<file path="config.mk">
export PLATFORM = sky130hd
export DESIGN_NAME = stream_sector_region_mapper
export DESIGN_NICKNAME = d
export VERILOG_FILES = /design/src/hdl/ssrm_pkg.sv /design/src/hdl/stream_sector_region_mapper.sv /design/src/hdl/ssrm_region_map.sv
export SDC_FILE = /design/constraint.sdc
export NUM_CORES = 2
export LEC_CHECK = 0
export BUFFER_PORTS_ARGS = -buffer_cell sky130_fd_sc_hd__buf_2
export CAP_MARGIN = 20
export CORE_AREA = 2 2 365 367
export CTS_CLUSTER_DIAMETER = 120
export DETAILED_ROUTE_END_ITERATION = 8
export DIE_AREA = 0 0 367 369
export MAX_ROUTING_LAYER = met4
export PLACE_DENSITY = 0.79
export SETUP_SLACK_MARGIN = 0.02
export SYNTH_ARGS = -nofsm -noshare
export SYNTH_HDL_FRONTEND = slang
export SYNTH_SLANG_ARGS = --single-unit
</file>
<file path="constraint.sdc">
create_clock -name clk -period 11.15 [get_ports clk]
set_input_delay 1.115 -clock clk [delete_from_list [all_inputs] [get_ports clk]]
set_output_delay 1.115 -clock clk [all_outputs]
set_load 0.005 [all_outputs]
</file>
<file path="src/hdl/ssrm_pkg.sv">
// Shared types and constants for the stream sector region mapper.
// Depends on nothing; every other file in hdl/ refers to it by scoped name.
package ssrm_pkg;

  // Region table sizing
  localparam int MAX_REGIONS = 16;
  localparam int IDX_W = (MAX_REGIONS > 1) ? $clog2(MAX_REGIONS) : 1;
  localparam int CNT_W = $clog2(MAX_REGIONS + 1);

  // Stream geometry
  localparam int OFFSET_W = 40;
  localparam int IMAGE_W = 36;
  localparam logic [31:0] MAIN_HDR_SECTORS = 32'h0000_2000;
  localparam logic [31:0] SUB_HDR_SECTORS = 32'h0000_0800;
  localparam logic [9:0] SECTOR_BYTES = 10'd512;
  localparam logic [OFFSET_W-1:0] OFFSET_MAX = {OFFSET_W{1'b1}};

  typedef enum logic [1:0] {
    REQ_BEGIN  = 2'd0,
    REQ_LOAD   = 2'd1,
    REQ_DATA   = 2'd2,
    REQ_FINISH = 2'd3
  } req_type_t;

  typedef enum logic [2:0] {
    ST_OK         = 3'd0,
    ST_NO_SPACE   = 3'd1,
    ST_SHORT      = 3'd2,
    ST_NOT_OPEN   = 3'd3,
    ST_TABLE_FULL = 3'd4
  } status_t;

  typedef enum logic [2:0] {
    S_IDLE,
    S_EXEC,
    S_READ,
    S_CMP,
    S_LBA,
    S_RESULT
  } state_t;

  typedef struct packed {
    req_type_t   req_type;
    logic [31:0] part_start_lba;
    logic [31:0] part_length_sectors;
    logic [7:0]  data_byte;
  } req_t;

  typedef struct packed {
    status_t     status;
    logic        write_valid;
    logic [31:0] dest_lba;
    logic [8:0]  byte_in_sector;
    logic [7:0]  out_byte;
    logic [8:0]  pad_count;
  } res_t;

  typedef struct packed {
    logic [31:0] first_lba;
    logic [31:0] offset_sectors;
    logic [31:0] capacity_sectors;
  } region_entry_t;

  typedef struct packed {
    logic        hit;
    logic [31:0] diff;
  } match_t;

endpackage

</file>
<file path="src/hdl/stream_sector_region_mapper.sv">
// Stream sector region mapper: sequencer, stream state and result register.
// Depends on ssrm_pkg and ssrm_region_map.
//
// Maps a linear image stream onto up to MAX_REGIONS disk regions, one request
// at a time. Begin, load, finish on an aligned position and any request refused
// without a scan reach the result register through EXEC and RESULT, which waits
// for the register to be free. A data byte, or a finish that pads a partial
// sector, runs through the table's single read port and the shared match unit,
// adding READ, CMP and LBA, when the byte falls in the region that held the
// previous byte; otherwise the scan from the first region adds a READ and CMP
// pass for each entry read beyond one, and one more when the previous byte's
// region was tried first and missed. A new request is taken as soon as the
// result is in the result register, even while it waits to be taken. The
// no-space error is raised at the first byte that maps nowhere and stays until
// the next begin. There is no clearing pass after reset.
module stream_sector_region_mapper (
  input  logic                          clk,
  input  logic                          rst,
  input  logic                          req_valid,
  output logic                          req_stall,
  input  ssrm_pkg::req_t                req_data,
  output logic                          res_valid,
  input  logic                          res_stall,
  output ssrm_pkg::res_t                res_data,
  input  logic                          cfg_we,
  input  logic [ssrm_pkg::IMAGE_W-1:0]  cfg_data
);

  ssrm_pkg::state_t state, state_next;
  ssrm_pkg::req_t   req_q;
  ssrm_pkg::res_t   res_q, res_q_next;

  logic [ssrm_pkg::IMAGE_W-1:0]  expected_len;
  logic [ssrm_pkg::OFFSET_W-1:0] stream_offset, stream_offset_next;
  logic                          error_flag, error_flag_next;
  logic                          stream_open, stream_open_next;
  logic [ssrm_pkg::CNT_W-1:0]    region_total, region_total_next;
  logic [31:0]                   next_region_offset, next_region_offset_next;
  logic                          cache_valid, cache_valid_next;
  logic [ssrm_pkg::IDX_W-1:0]    cache_idx, cache_idx_next;
  logic                          cache_try, cache_try_next;
  logic [ssrm_pkg::IDX_W-1:0]    scan_idx, scan_idx_next;
  logic [31:0]                   diff_q, diff_q_next;
  logic                          res_valid_next;

  logic                          accept;
  logic                          tbl_we;
  ssrm_pkg::region_entry_t       tbl_entry;
  logic [31:0]                   sector;
  logic [31:0]                   rd_start;
  ssrm_pkg::match_t              match;

  logic [31:0] hdr;
  logic [31:0] cap;
  logic [32:0] offset_sum;
  logic [8:0]  part;
  logic [9:0]  pad;
  logic [ssrm_pkg::OFFSET_W:0] end_pos;
  logic        scan_last;

  assign req_stall = (state != ssrm_pkg::S_IDLE);
  assign accept = req_valid && !req_stall;
  assign sector = {1'b0, stream_offset[ssrm_pkg::OFFSET_W-1:9]};
  assign part = stream_offset[8:0];

  ssrm_region_map u_map (
    .clk      (clk),
    .wr_en    (tbl_we),
    .wr_idx   (region_total[ssrm_pkg::IDX_W-1:0]),
    .wr_entry (tbl_entry),
    .rd_idx   (scan_idx),
    .sector   (sector),
    .rd_start (rd_start),
    .match    (match)
  );

  // Region arithmetic for a load request
  always_comb begin
    hdr = (region_total == '0) ? ssrm_pkg::MAIN_HDR_SECTORS : ssrm_pkg::SUB_HDR_SECTORS;
    cap = (req_q.part_length_sectors > hdr) ? (req_q.part_length_sectors - hdr) : 32'd0;
    offset_sum = {1'b0, next_region_offset} + {1'b0, cap};
    tbl_entry.first_lba = req_q.part_start_lba + hdr;
    tbl_entry.offset_sectors = next_region_offset;
    tbl_entry.capacity_sectors = cap;
  end

  // Padding and padded end for a finish request
  always_comb begin
    pad = ssrm_pkg::SECTOR_BYTES - {1'b0, part};
    end_pos = {1'b0, stream_offset} + {{(ssrm_pkg::OFFSET_W - 9){1'b0}}, pad};
  end

  assign scan_last = ((ssrm_pkg::CNT_W)'(scan_idx) + (ssrm_pkg::CNT_W)'(1)) >= region_total;

  // Sequencer: next state and datapath updates
  always_comb begin
    state_next = state;
    res_q_next = res_q;
    stream_offset_next = stream_offset;
    error_flag_next = error_flag;
    stream_open_next = stream_open;
    region_total_next = region_total;
    next_region_offset_next = next_region_offset;
    cache_valid_next = cache_valid;
    cache_idx_next = cache_idx;
    cache_try_next = cache_try;
    scan_idx_next = scan_idx;
    diff_q_next = diff_q;
    tbl_we = 1'b0;
    res_valid_next = res_valid && res_stall;

    unique case (state)
      ssrm_pkg::S_IDLE: begin
        if (accept) begin
          state_next = ssrm_pkg::S_EXEC;
        end
      end

      ssrm_pkg::S_EXEC: begin
        res_q_next = '0;
        state_next = ssrm_pkg::S_RESULT;
        // Start a search from the last hit region, or from the first
        scan_idx_next = cache_valid ? cache_idx : '0;
        cache_try_next = cache_valid;
        if (req_q.req_type == ssrm_pkg::REQ_BEGIN) begin
          region_total_next = '0;
          next_region_offset_next = '0;
          stream_offset_next = '0;
          error_flag_next = 1'b0;
          stream_open_next = 1'b1;
          cache_valid_next = 1'b0;
        end else if (!stream_open) begin
          res_q_next.status = ssrm_pkg::ST_NOT_OPEN;
        end else begin
          case (req_q.req_type)
            ssrm_pkg::REQ_LOAD: begin
              if (region_total >= (ssrm_pkg::CNT_W)'(ssrm_pkg::MAX_REGIONS)) begin
                res_q_next.status = ssrm_pkg::ST_TABLE_FULL;
              end else begin
                tbl_we = 1'b1;
                next_region_offset_next = offset_sum[32] ? 32'hFFFF_FFFF : offset_sum[31:0];
                region_total_next = region_total + (ssrm_pkg::CNT_W)'(1);
                cache_valid_next = 1'b0;
              end
            end
            ssrm_pkg::REQ_DATA: begin
              if (error_flag || stream_offset == ssrm_pkg::OFFSET_MAX ||
                  region_total == '0) begin
                error_flag_next = 1'b1;
                res_q_next.status = ssrm_pkg::ST_NO_SPACE;
              end else begin
                state_next = ssrm_pkg::S_READ;
              end
            end
            default: begin
              // Finish: aligned position needs no padding sector
              if (error_flag) begin
                res_q_next.status = ssrm_pkg::ST_NO_SPACE;
                stream_open_next = 1'b0;
              end else if (part == '0) begin
                if (stream_offset < (ssrm_pkg::OFFSET_W)'(expected_len)) begin
                  res_q_next.status = ssrm_pkg::ST_SHORT;
                end
                stream_open_next = 1'b0;
              end else if (region_total == '0) begin
                res_q_next.status = ssrm_pkg::ST_NO_SPACE;
                stream_open_next = 1'b0;
              end else begin
                state_next = ssrm_pkg::S_READ;
              end
            end
          endcase
        end
      end

      ssrm_pkg::S_READ: begin
        state_next = ssrm_pkg::S_CMP;
      end

      ssrm_pkg::S_CMP: begin
        if (match.hit) begin
          diff_q_next = match.diff;
          state_next = ssrm_pkg::S_LBA;
        end else if (cache_try) begin
          // Cached region missed: rescan from the first
          cache_try_next = 1'b0;
          scan_idx_next = '0;
          state_next = ssrm_pkg::S_READ;
        end else if (scan_last) begin
          // Sector lies in no region
          res_q_next.status = ssrm_pkg::ST_NO_SPACE;
          if (req_q.req_type == ssrm_pkg::REQ_DATA) begin
            error_flag_next = 1'b1;
          end else begin
            stream_open_next = 1'b0;
          end
          state_next = ssrm_pkg::S_RESULT;
        end else begin
          scan_idx_next = scan_idx + (ssrm_pkg::IDX_W)'(1);
          state_next = ssrm_pkg::S_READ;
        end
      end

      ssrm_pkg::S_LBA: begin
        res_q_next.write_valid = 1'b1;
        res_q_next.dest_lba = rd_start + diff_q;
        res_q_next.byte_in_sector = part;
        cache_valid_next = 1'b1;
        cache_idx_next = scan_idx;
        if (req_q.req_type == ssrm_pkg::REQ_DATA) begin
          res_q_next.out_byte = req_q.data_byte;
          stream_offset_next = stream_offset + (ssrm_pkg::OFFSET_W)'(1);
        end else begin
          res_q_next.pad_count = pad[8:0];
          if (end_pos < (ssrm_pkg::OFFSET_W + 1)'(expected_len)) begin
            res_q_next.status = ssrm_pkg::ST_SHORT;
          end
          stream_open_next = 1'b0;
        end
        state_next = ssrm_pkg::S_RESULT;
      end

      ssrm_pkg::S_RESULT: begin
        // Hand over once the result register is free
        if (!res_valid || !res_stall) begin
          res_valid_next = 1'b1;
          state_next = ssrm_pkg::S_IDLE;
        end
      end

      default: begin
        state_next = ssrm_pkg::S_IDLE;
      end
    endcase
  end

  // State register
  always_ff @(posedge clk) begin
    if (rst) begin
      state <= ssrm_pkg::S_IDLE;
    end else begin
      state <= state_next;
    end
  end

  // Control state
  always_ff @(posedge clk) begin
    if (rst) begin
      stream_offset <= '0;
      error_flag <= 1'b0;
      stream_open <= 1'b0;
      region_total <= '0;
      next_region_offset <= '0;
      cache_valid <= 1'b0;
      res_valid <= 1'b0;
      expected_len <= '0;
    end else begin
      stream_offset <= stream_offset_next;
      error_flag <= error_flag_next;
      stream_open <= stream_open_next;
      region_total <= region_total_next;
      next_region_offset <= next_region_offset_next;
      cache_valid <= cache_valid_next;
      res_valid <= res_valid_next;
      if (cfg_we) begin
        expected_len <= cfg_data;
      end
    end
  end

  // Payload and scan registers
  always_ff @(posedge clk) begin
    if (accept) begin
      req_q <= req_data;
    end
    if (state == ssrm_pkg::S_RESULT && (!res_valid || !res_stall)) begin
      res_data <= res_q;
    end
    res_q <= res_q_next;
    cache_idx <= cache_idx_next;
    cache_try <= cache_try_next;
    scan_idx <= scan_idx_next;
    diff_q <= diff_q_next;
  end

`ifndef ASSERT_OFF
  // A write is only ever reported with an ok or short-image status
  a_write_ok: assert property (@(posedge clk) disable iff (rst)
    res_valid |-> (!res_data.write_valid || res_data.status == ssrm_pkg::ST_OK ||
                   res_data.status == ssrm_pkg::ST_SHORT))
    else $error("write reported with an error status");

  // Padding is only reported together with the padding sector
  a_pad_write: assert property (@(posedge clk) disable iff (rst)
    (res_valid && res_data.pad_count != '0) |-> res_data.write_valid)
    else $error("pad count without padding sector");

  // The stream position is frozen while the error holds, until a begin
  a_error_hold: assert property (@(posedge clk) disable iff (rst)
    (error_flag && state != ssrm_pkg::S_EXEC) |=> $stable(stream_offset))
    else $error("stream position moved after no-space error");

  // The scan never reads past the loaded regions
  a_scan_range: assert property (@(posedge clk) disable iff (rst)
    (state == ssrm_pkg::S_CMP) |-> ((ssrm_pkg::CNT_W)'(scan_idx) < region_total))
    else $error("region scan beyond loaded table");

  // The table never holds more regions than it has room for
  a_total_max: assert property (@(posedge clk) disable iff (rst)
    region_total <= (ssrm_pkg::CNT_W)'(ssrm_pkg::MAX_REGIONS))
    else $error("region count exceeds table size");
`endif

endmodule

</file>
<file path="src/hdl/ssrm_region_map.sv">
// Region table storage and the shared sector match unit.
// Depends on ssrm_pkg for the entry and match types.
module ssrm_region_map (
  input  logic                        clk,
  input  logic                        wr_en,
  input  logic [ssrm_pkg::IDX_W-1:0]  wr_idx,
  input  ssrm_pkg::region_entry_t     wr_entry,
  input  logic [ssrm_pkg::IDX_W-1:0]  rd_idx,
  input  logic [31:0]                 sector,
  output logic [31:0]                 rd_start,
  output ssrm_pkg::match_t            match
);

  ssrm_pkg::region_entry_t table_mem [ssrm_pkg::MAX_REGIONS];
  ssrm_pkg::region_entry_t rd_q;
  logic [31:0] diff;

  // Write one region per load, read one entry per cycle
  always_ff @(posedge clk) begin
    if (wr_en) begin
      table_mem[wr_idx] <= wr_entry;
    end
    rd_q <= table_mem[rd_idx];
  end

  // Test the sector against the entry just read
  always_comb begin
    diff = sector - rd_q.offset_sectors;
    match.diff = diff;
    match.hit = (sector >= rd_q.offset_sectors) && (diff < rd_q.capacity_sectors);
  end

  assign rd_start = rd_q.first_lba;

endmodule

</file>
==> metrics.txt <==
# TYPE chip_impl_metric gauge
chip_impl_metric{name="yosysUniqueCellTypes",unit=""} 75
chip_impl_metric{name="switching_power",unit="mW"} 3.82
chip_impl_info{name="hold_path_class",value="register to register"} 1
chip_impl_metric{name="synth.net_count",unit=""} 4786
chip_impl_metric{name="p_comb_share",unit="%"} 9.8
chip_impl_metric{name="core_area",unit="um2"} 131000
chip_impl_metric{name="synthCells",unit=""} 4442
chip_impl_metric{name="irDropWorstVdd",unit="mV"} 0.171
chip_impl_metric{name="route.final.wire_length",unit="um"} 202000
chip_impl_info{name="cts.root.buffer_cell",value="sky130_fd_sc_hd__clkbuf_16"} 1
chip_impl_metric{name="place.port_buffers",unit=""} 178
chip_impl_metric{name="worst_ep_arrival_time",unit="ns"} 7.89
chip_impl_metric{name="p_leak",unit="nW"} 31.8
chip_impl_metric{name="yosys_warnings",unit=""} 0
chip_impl_metric{name="synthesis.area",unit="um2"} 81000
chip_impl_metric{name="synth_sequential_area_ratio",unit="%"} 71.2
chip_impl_metric{name="synth-async-reset-ratio",unit="%"} 0
chip_impl_metric{name="drtAntennaViolNets",unit=""} 0
chip_impl_metric{name="drt_first_iter_violations",unit=""} 5888
chip_impl_metric{name="final_hold_viol_count",unit=""} 0
chip_impl_metric{name="gr-usage-all-layers",unit="%"} 31.0
chip_impl_metric{name="detail_route.vias_per_cell",unit=""} 6.59
chip_impl_metric{name="layout.cells.non_filler",unit=""} 6672
chip_impl_metric{name="routed_wire_length_per_instance",unit="um"} 30.3
chip_impl_metric{name="rrSetupSlack",unit="ns"} 3.96
chip_impl_metric{name="flow.area_growth_from_synthesis",unit="%"} 12.1
chip_impl_metric{name="cts-buffers-inserted",unit=""} 186
chip_impl_metric{name="place_hpwl",unit="um"} 110000
chip_impl_info{name="setup.worst_path.start_class",value="register"} 1
chip_impl_metric{name="num_vias",unit=""} 43900
chip_impl_info{name="timing.critical_path.cells",value="inv_1 -> ha_1 -> nand4_1 -> ha_1 -> a21o_1 -> nor4_1 -> nand3b_1 -> nor4_1 -> nand2b_1 -> or2_2 -> or3_1 -> a21oi_1 -> buf_4 -> ha_1 -> a21o_1 -> a21o_1 -> a21oi_1 -> o21bai_1 -> or3_1 -> a31oi_1 -> nor3_2 -> buf_4 -> o41a_1"} 1
chip_impl_metric{name="clock_power_share",unit="%"} 38.9
chip_impl_metric{name="number_of_antenna_violations_at_the_first_check_in_global_routing",unit=""} 4
chip_impl_metric{name="slowest_delay",unit="ns"} 0.81
chip_impl_metric{name="cts_num_sinks",unit=""} 1991
chip_impl_info{name="path_class",value="register to register"} 1
chip_impl_metric{name="cts.reportedPaths.clkPinSlew",unit="ns"} 0.06
chip_impl_metric{name="gr-total-overflow",unit=""} 0
chip_impl_metric{name="die_y",unit="um"} 369
chip_impl_metric{name="detail_route.drc_violations",unit=""} 0
chip_impl_metric{name="first_pass_grt_wire_length",unit="um"} 294000
chip_impl_metric{name="dp_area",unit="um2"} 84200
chip_impl_metric{name="fillers",unit=""} 7931
chip_impl_metric{name="min_period",unit="ns"} 7.19
chip_impl_metric{name="final_min_period_over_clock_period",unit="%"} 64.5
chip_impl_metric{name="area_share_of_the_largest_cell_type_after_synthesis",unit="%"} 65.8
chip_impl_info{name="setup.worst_path.end_class",value="register"} 1
chip_impl_metric{name="flip_flop_and_latch_count_after_synthesis",unit=""} 1991
chip_impl_metric{name="placed_cells_incl_taps",unit=""} 6278
chip_impl_metric{name="number_of_rows_in_the_core_area",unit=""} 133
chip_impl_metric{name="internal_power",unit="mW"} 12.7
chip_impl_metric{name="cts-htree-levels",unit=""} 4
chip_impl_metric{name="fin_area",unit="um2"} 90800
chip_impl_info{name="ys_top_cells_by_area",value="sky130_fd_sc_hd__edfxtp_1, sky130_fd_sc_hd__mux4_2, sky130_fd_sc_hd__dfxtp_1"} 1
chip_impl_metric{name="gpl_congestion",unit=""} 0.915
chip_impl_info{name="worst_path_dominant_cell_family",value="simple AND/OR/NAND/NOR gates"} 1
chip_impl_info{name="synth.largest_area_cell",value="sky130_fd_sc_hd__edfxtp_1"} 1
chip_impl_metric{name="clkLatencyLatePin",unit="ns"} 0.83
chip_impl_metric{name="fin_nets",unit=""} 5093
chip_impl_metric{name="cp_data_required_time",unit="ns"} 11.85
chip_impl_metric{name="drt_first_pass_iters",unit=""} 6
chip_impl_metric{name="syn_avg_cell_area",unit="um2"} 18.2
chip_impl_metric{name="die_width",unit="um"} 367
chip_impl_metric{name="post_route_cells_drive_above_1_share",unit="%"} 22.1
chip_impl_metric{name="ioPinCount",unit=""} 179
chip_impl_metric{name="drv_slew",unit=""} 0
chip_impl_metric{name="grt_start_max_net_pins",unit=""} 159
chip_impl_metric{name="floorplan.initialDensity",unit="%"} 61.8
chip_impl_info{name="synthFlopType",value="sky130_fd_sc_hd__edfxtp_1"} 1
chip_impl_metric{name="share_seq_of_total_power",unit="%"} 51.3
chip_impl_info{name="setup_repair_after_global_routing_missed_its_margin",value="no"} 1
chip_impl_metric{name="synth-edff-count",unit=""} 1775
chip_impl_metric{name="max_cap_violations",unit=""} 0
chip_impl_metric{name="cts_setup_buffers",unit=""} 0
chip_impl_info{name="slowest_stage",value="sky130_fd_sc_hd__nand4_1"} 1
chip_impl_metric{name="crit_fanout",unit=""} 30
chip_impl_metric{name="final.setup_skew",unit="ns"} 0.0272
chip_impl_metric{name="holdBufCountCts",unit=""} 0
chip_impl_metric{name="number_of_global_route_vias_before_repair",unit=""} 44200
chip_impl_metric{name="fmaxAchievable",unit="MHz"} 139
chip_impl_info{name="tritoncts",value="built"} 1
chip_impl_metric{name="setup_total_negative_slack",unit="ns"} 0
chip_impl_metric{name="power.density_cell_area",unit="nW/um2"} 182
chip_impl_metric{name="clock_tree.buffer_depth",unit=""} 3
chip_impl_info{name="status",value="finished, final reports clean"} 1
chip_impl_metric{name="die_area",unit="um2"} 135000
chip_impl_metric{name="slew-limit-headroom",unit="%"} 22.9
chip_impl_metric{name="post-layout-total-power",unit="mW"} 16.5
chip_impl_metric{name="power_switching_share",unit="%"} 23.1
chip_impl_metric{name="critPathBufInv",unit=""} 3
chip_impl_metric{name="timing_worst_slew_pin_value",unit="ns"} 1.16
chip_impl_metric{name="final-setup-viol-count",unit=""} 0
chip_impl_metric{name="post_cts_resized",unit=""} 0
==> power by group through the flow <==
stage	Clock, mW	Combinational [mW]	Sequential [mW]
2_1_floorplan	0	1.10	8.56
3_3_place_gp	0	1.53	8.63
3_5_place_dp	0	1.56	8.64
4_1_cts	6.48	1.58	8.48
5_1_grt	6.73	1.73	8.49
6_report	6.43	1.62	8.48
==> worst reg2reg max path, stage by stage (launching register included) <==
cell and delay [ns]:
sky130_fd_sc_hd__dfxtp_1 0.35, sky130_fd_sc_hd__inv_1 0.12, sky130_fd_sc_hd__ha_1 0.18, sky130_fd_sc_hd__nand4_1 0.81, sky130_fd_sc_hd__ha_1 0.72, sky130_fd_sc_hd__a21o_1 0.19, sky130_fd_sc_hd__nor4_1 0.41, sky130_fd_sc_hd__nand3b_1 0.21
sky130_fd_sc_hd__nor4_1 0.39, sky130_fd_sc_hd__nand2b_1 0.12, sky130_fd_sc_hd__or2_2 0.32, sky130_fd_sc_hd__or3_1 0.32, sky130_fd_sc_hd__a21oi_1 0.24, sky130_fd_sc_hd__buf_4 0.25, sky130_fd_sc_hd__ha_1 0.33, sky130_fd_sc_hd__a21o_1 0.24
sky130_fd_sc_hd__a21o_1 0.20, sky130_fd_sc_hd__a21oi_1 0.22, sky130_fd_sc_hd__o21bai_1 0.15, sky130_fd_sc_hd__or3_1 0.37, sky130_fd_sc_hd__a31oi_1 0.18, sky130_fd_sc_hd__nor3_2 0.07, sky130_fd_sc_hd__buf_4 0.25, sky130_fd_sc_hd__o41a_1 0.45
==> placed cells by master, fill, tap and decap left out, types with 121 or more instances in the layout <==
cell,Yosys,routed
sky130_fd_sc_hd__edfxtp_1,1775,1775
sky130_fd_sc_hd__o21ai_0,121,121
sky130_fd_sc_hd__clkbuf_16,0,188
sky130_fd_sc_hd__dfxtp_1,216,216
sky130_fd_sc_hd__nor2_1,229,213
sky130_fd_sc_hd__nand2_1,206,204
sky130_fd_sc_hd__a21oi_1,138,136
sky130_fd_sc_hd__buf_2,5,179
sky130_fd_sc_hd__inv_1,146,146
sky130_fd_sc_hd__ha_1,226,226
sky130_fd_sc_hd__mux4_2,480,480
==> synthesized netlist by cell type, drive strengths merged (55+ instances only) <==
cell type and instances:
a21o 66, a21oi 138, clkbuf 126, dfxtp 216, edfxtp 1775, ha 226
inv 146, mux4 480, nand2 206, nand3 55, nor2 230, o21ai 124
xnor2 103, xor2 86
==> through the flow <==
| stage | hold WS, ns | util, % | setup WS, ns |
|---|---|---|---|
| final | 0.415 | 69.2 | 3.96 |
| after global routing | 0.422 | 69.2 | 3.66 |
| after global placement | 0.400 | 64.2 | 3.94 |
| after detailed placement | 0.405 | 64.2 | 3.69 |
| after CTS | 0.416 | 69.0 | 3.63 |
| after floorplan | 0.400 | - | 2.18 |
==> flip-flops by register name, indices dropped and copies added, names as in the netlist <==
| register | count |
|---|---|
| cache_idx | 4 |
| error_flag | 1 |
| res_q | 62 |
| cache_try | 1 |
| cache_valid | 1 |
| u_map.rd_q | 64 |
| u_map.table_mem | 1536 |
| req_q | 74 |
| scan_idx | 4 |
| next_region_offset | 32 |
| res_valid | 1 |
| stream_open | 1 |
| state | 3 |
| region_total | 5 |
| u_map.rd_start | 32 |
| diff_q | 32 |
| res_data | 62 |
| expected_len | 36 |
| stream_offset | 40 |
==> cells by family after synthesis <==
| kind of cell | after synthesis | share of synthesized area [%] |
|---|---|---|
| buffers and inverters | 308 | 1.44 |
| adder cells (fa/ha/maj) | 229 | 3.57 |
| XOR/XNOR | 189 | 2.04 |
| multiplexers | 526 | 13.9 |
| AND/OR/NAND/NOR | 747 | 4.40 |
| AO/OA/AOI/OAI | 452 | 3.48 |
| flip-flops | 1991 | 71.2 |
==> worst paths after layout <==
path,start,endpoint,depth (start not counted)
worst max-delay path,region_total[1],next_region_offset[30],23
worst min-delay path,res_q[59],res_data[59],0
worst max register to register,region_total[1],next_region_offset[30],23
worst min register to register,res_q[59],res_data[59],0
==> layer usage <==
layer,vias up,part of all wire (%),GRT usage (%),wire (um)
met3,449,9.5,5.07,19200
met2,2666,50,50.2,101000
met5,-,0,-,0
met1,22500,36,39.9,73200
met4,0,4.0,11.7,8140
li1,18300,-,-,-
==> cell type report <==
cell class	instances	area, um2	area share [%]
multi-input cells	2143	22300	24.6
well taps	1755	2200	2.42
flip-flops and latches	1991	57600	63.5
clock inverters	87	1000	1.11
inverters	146	548	0.604
repair buffers	281	1830	2.02
diodes	5	12.5	0.0138
clock buffers	264	5210	5.74
(Power assumes the default switching activity.)
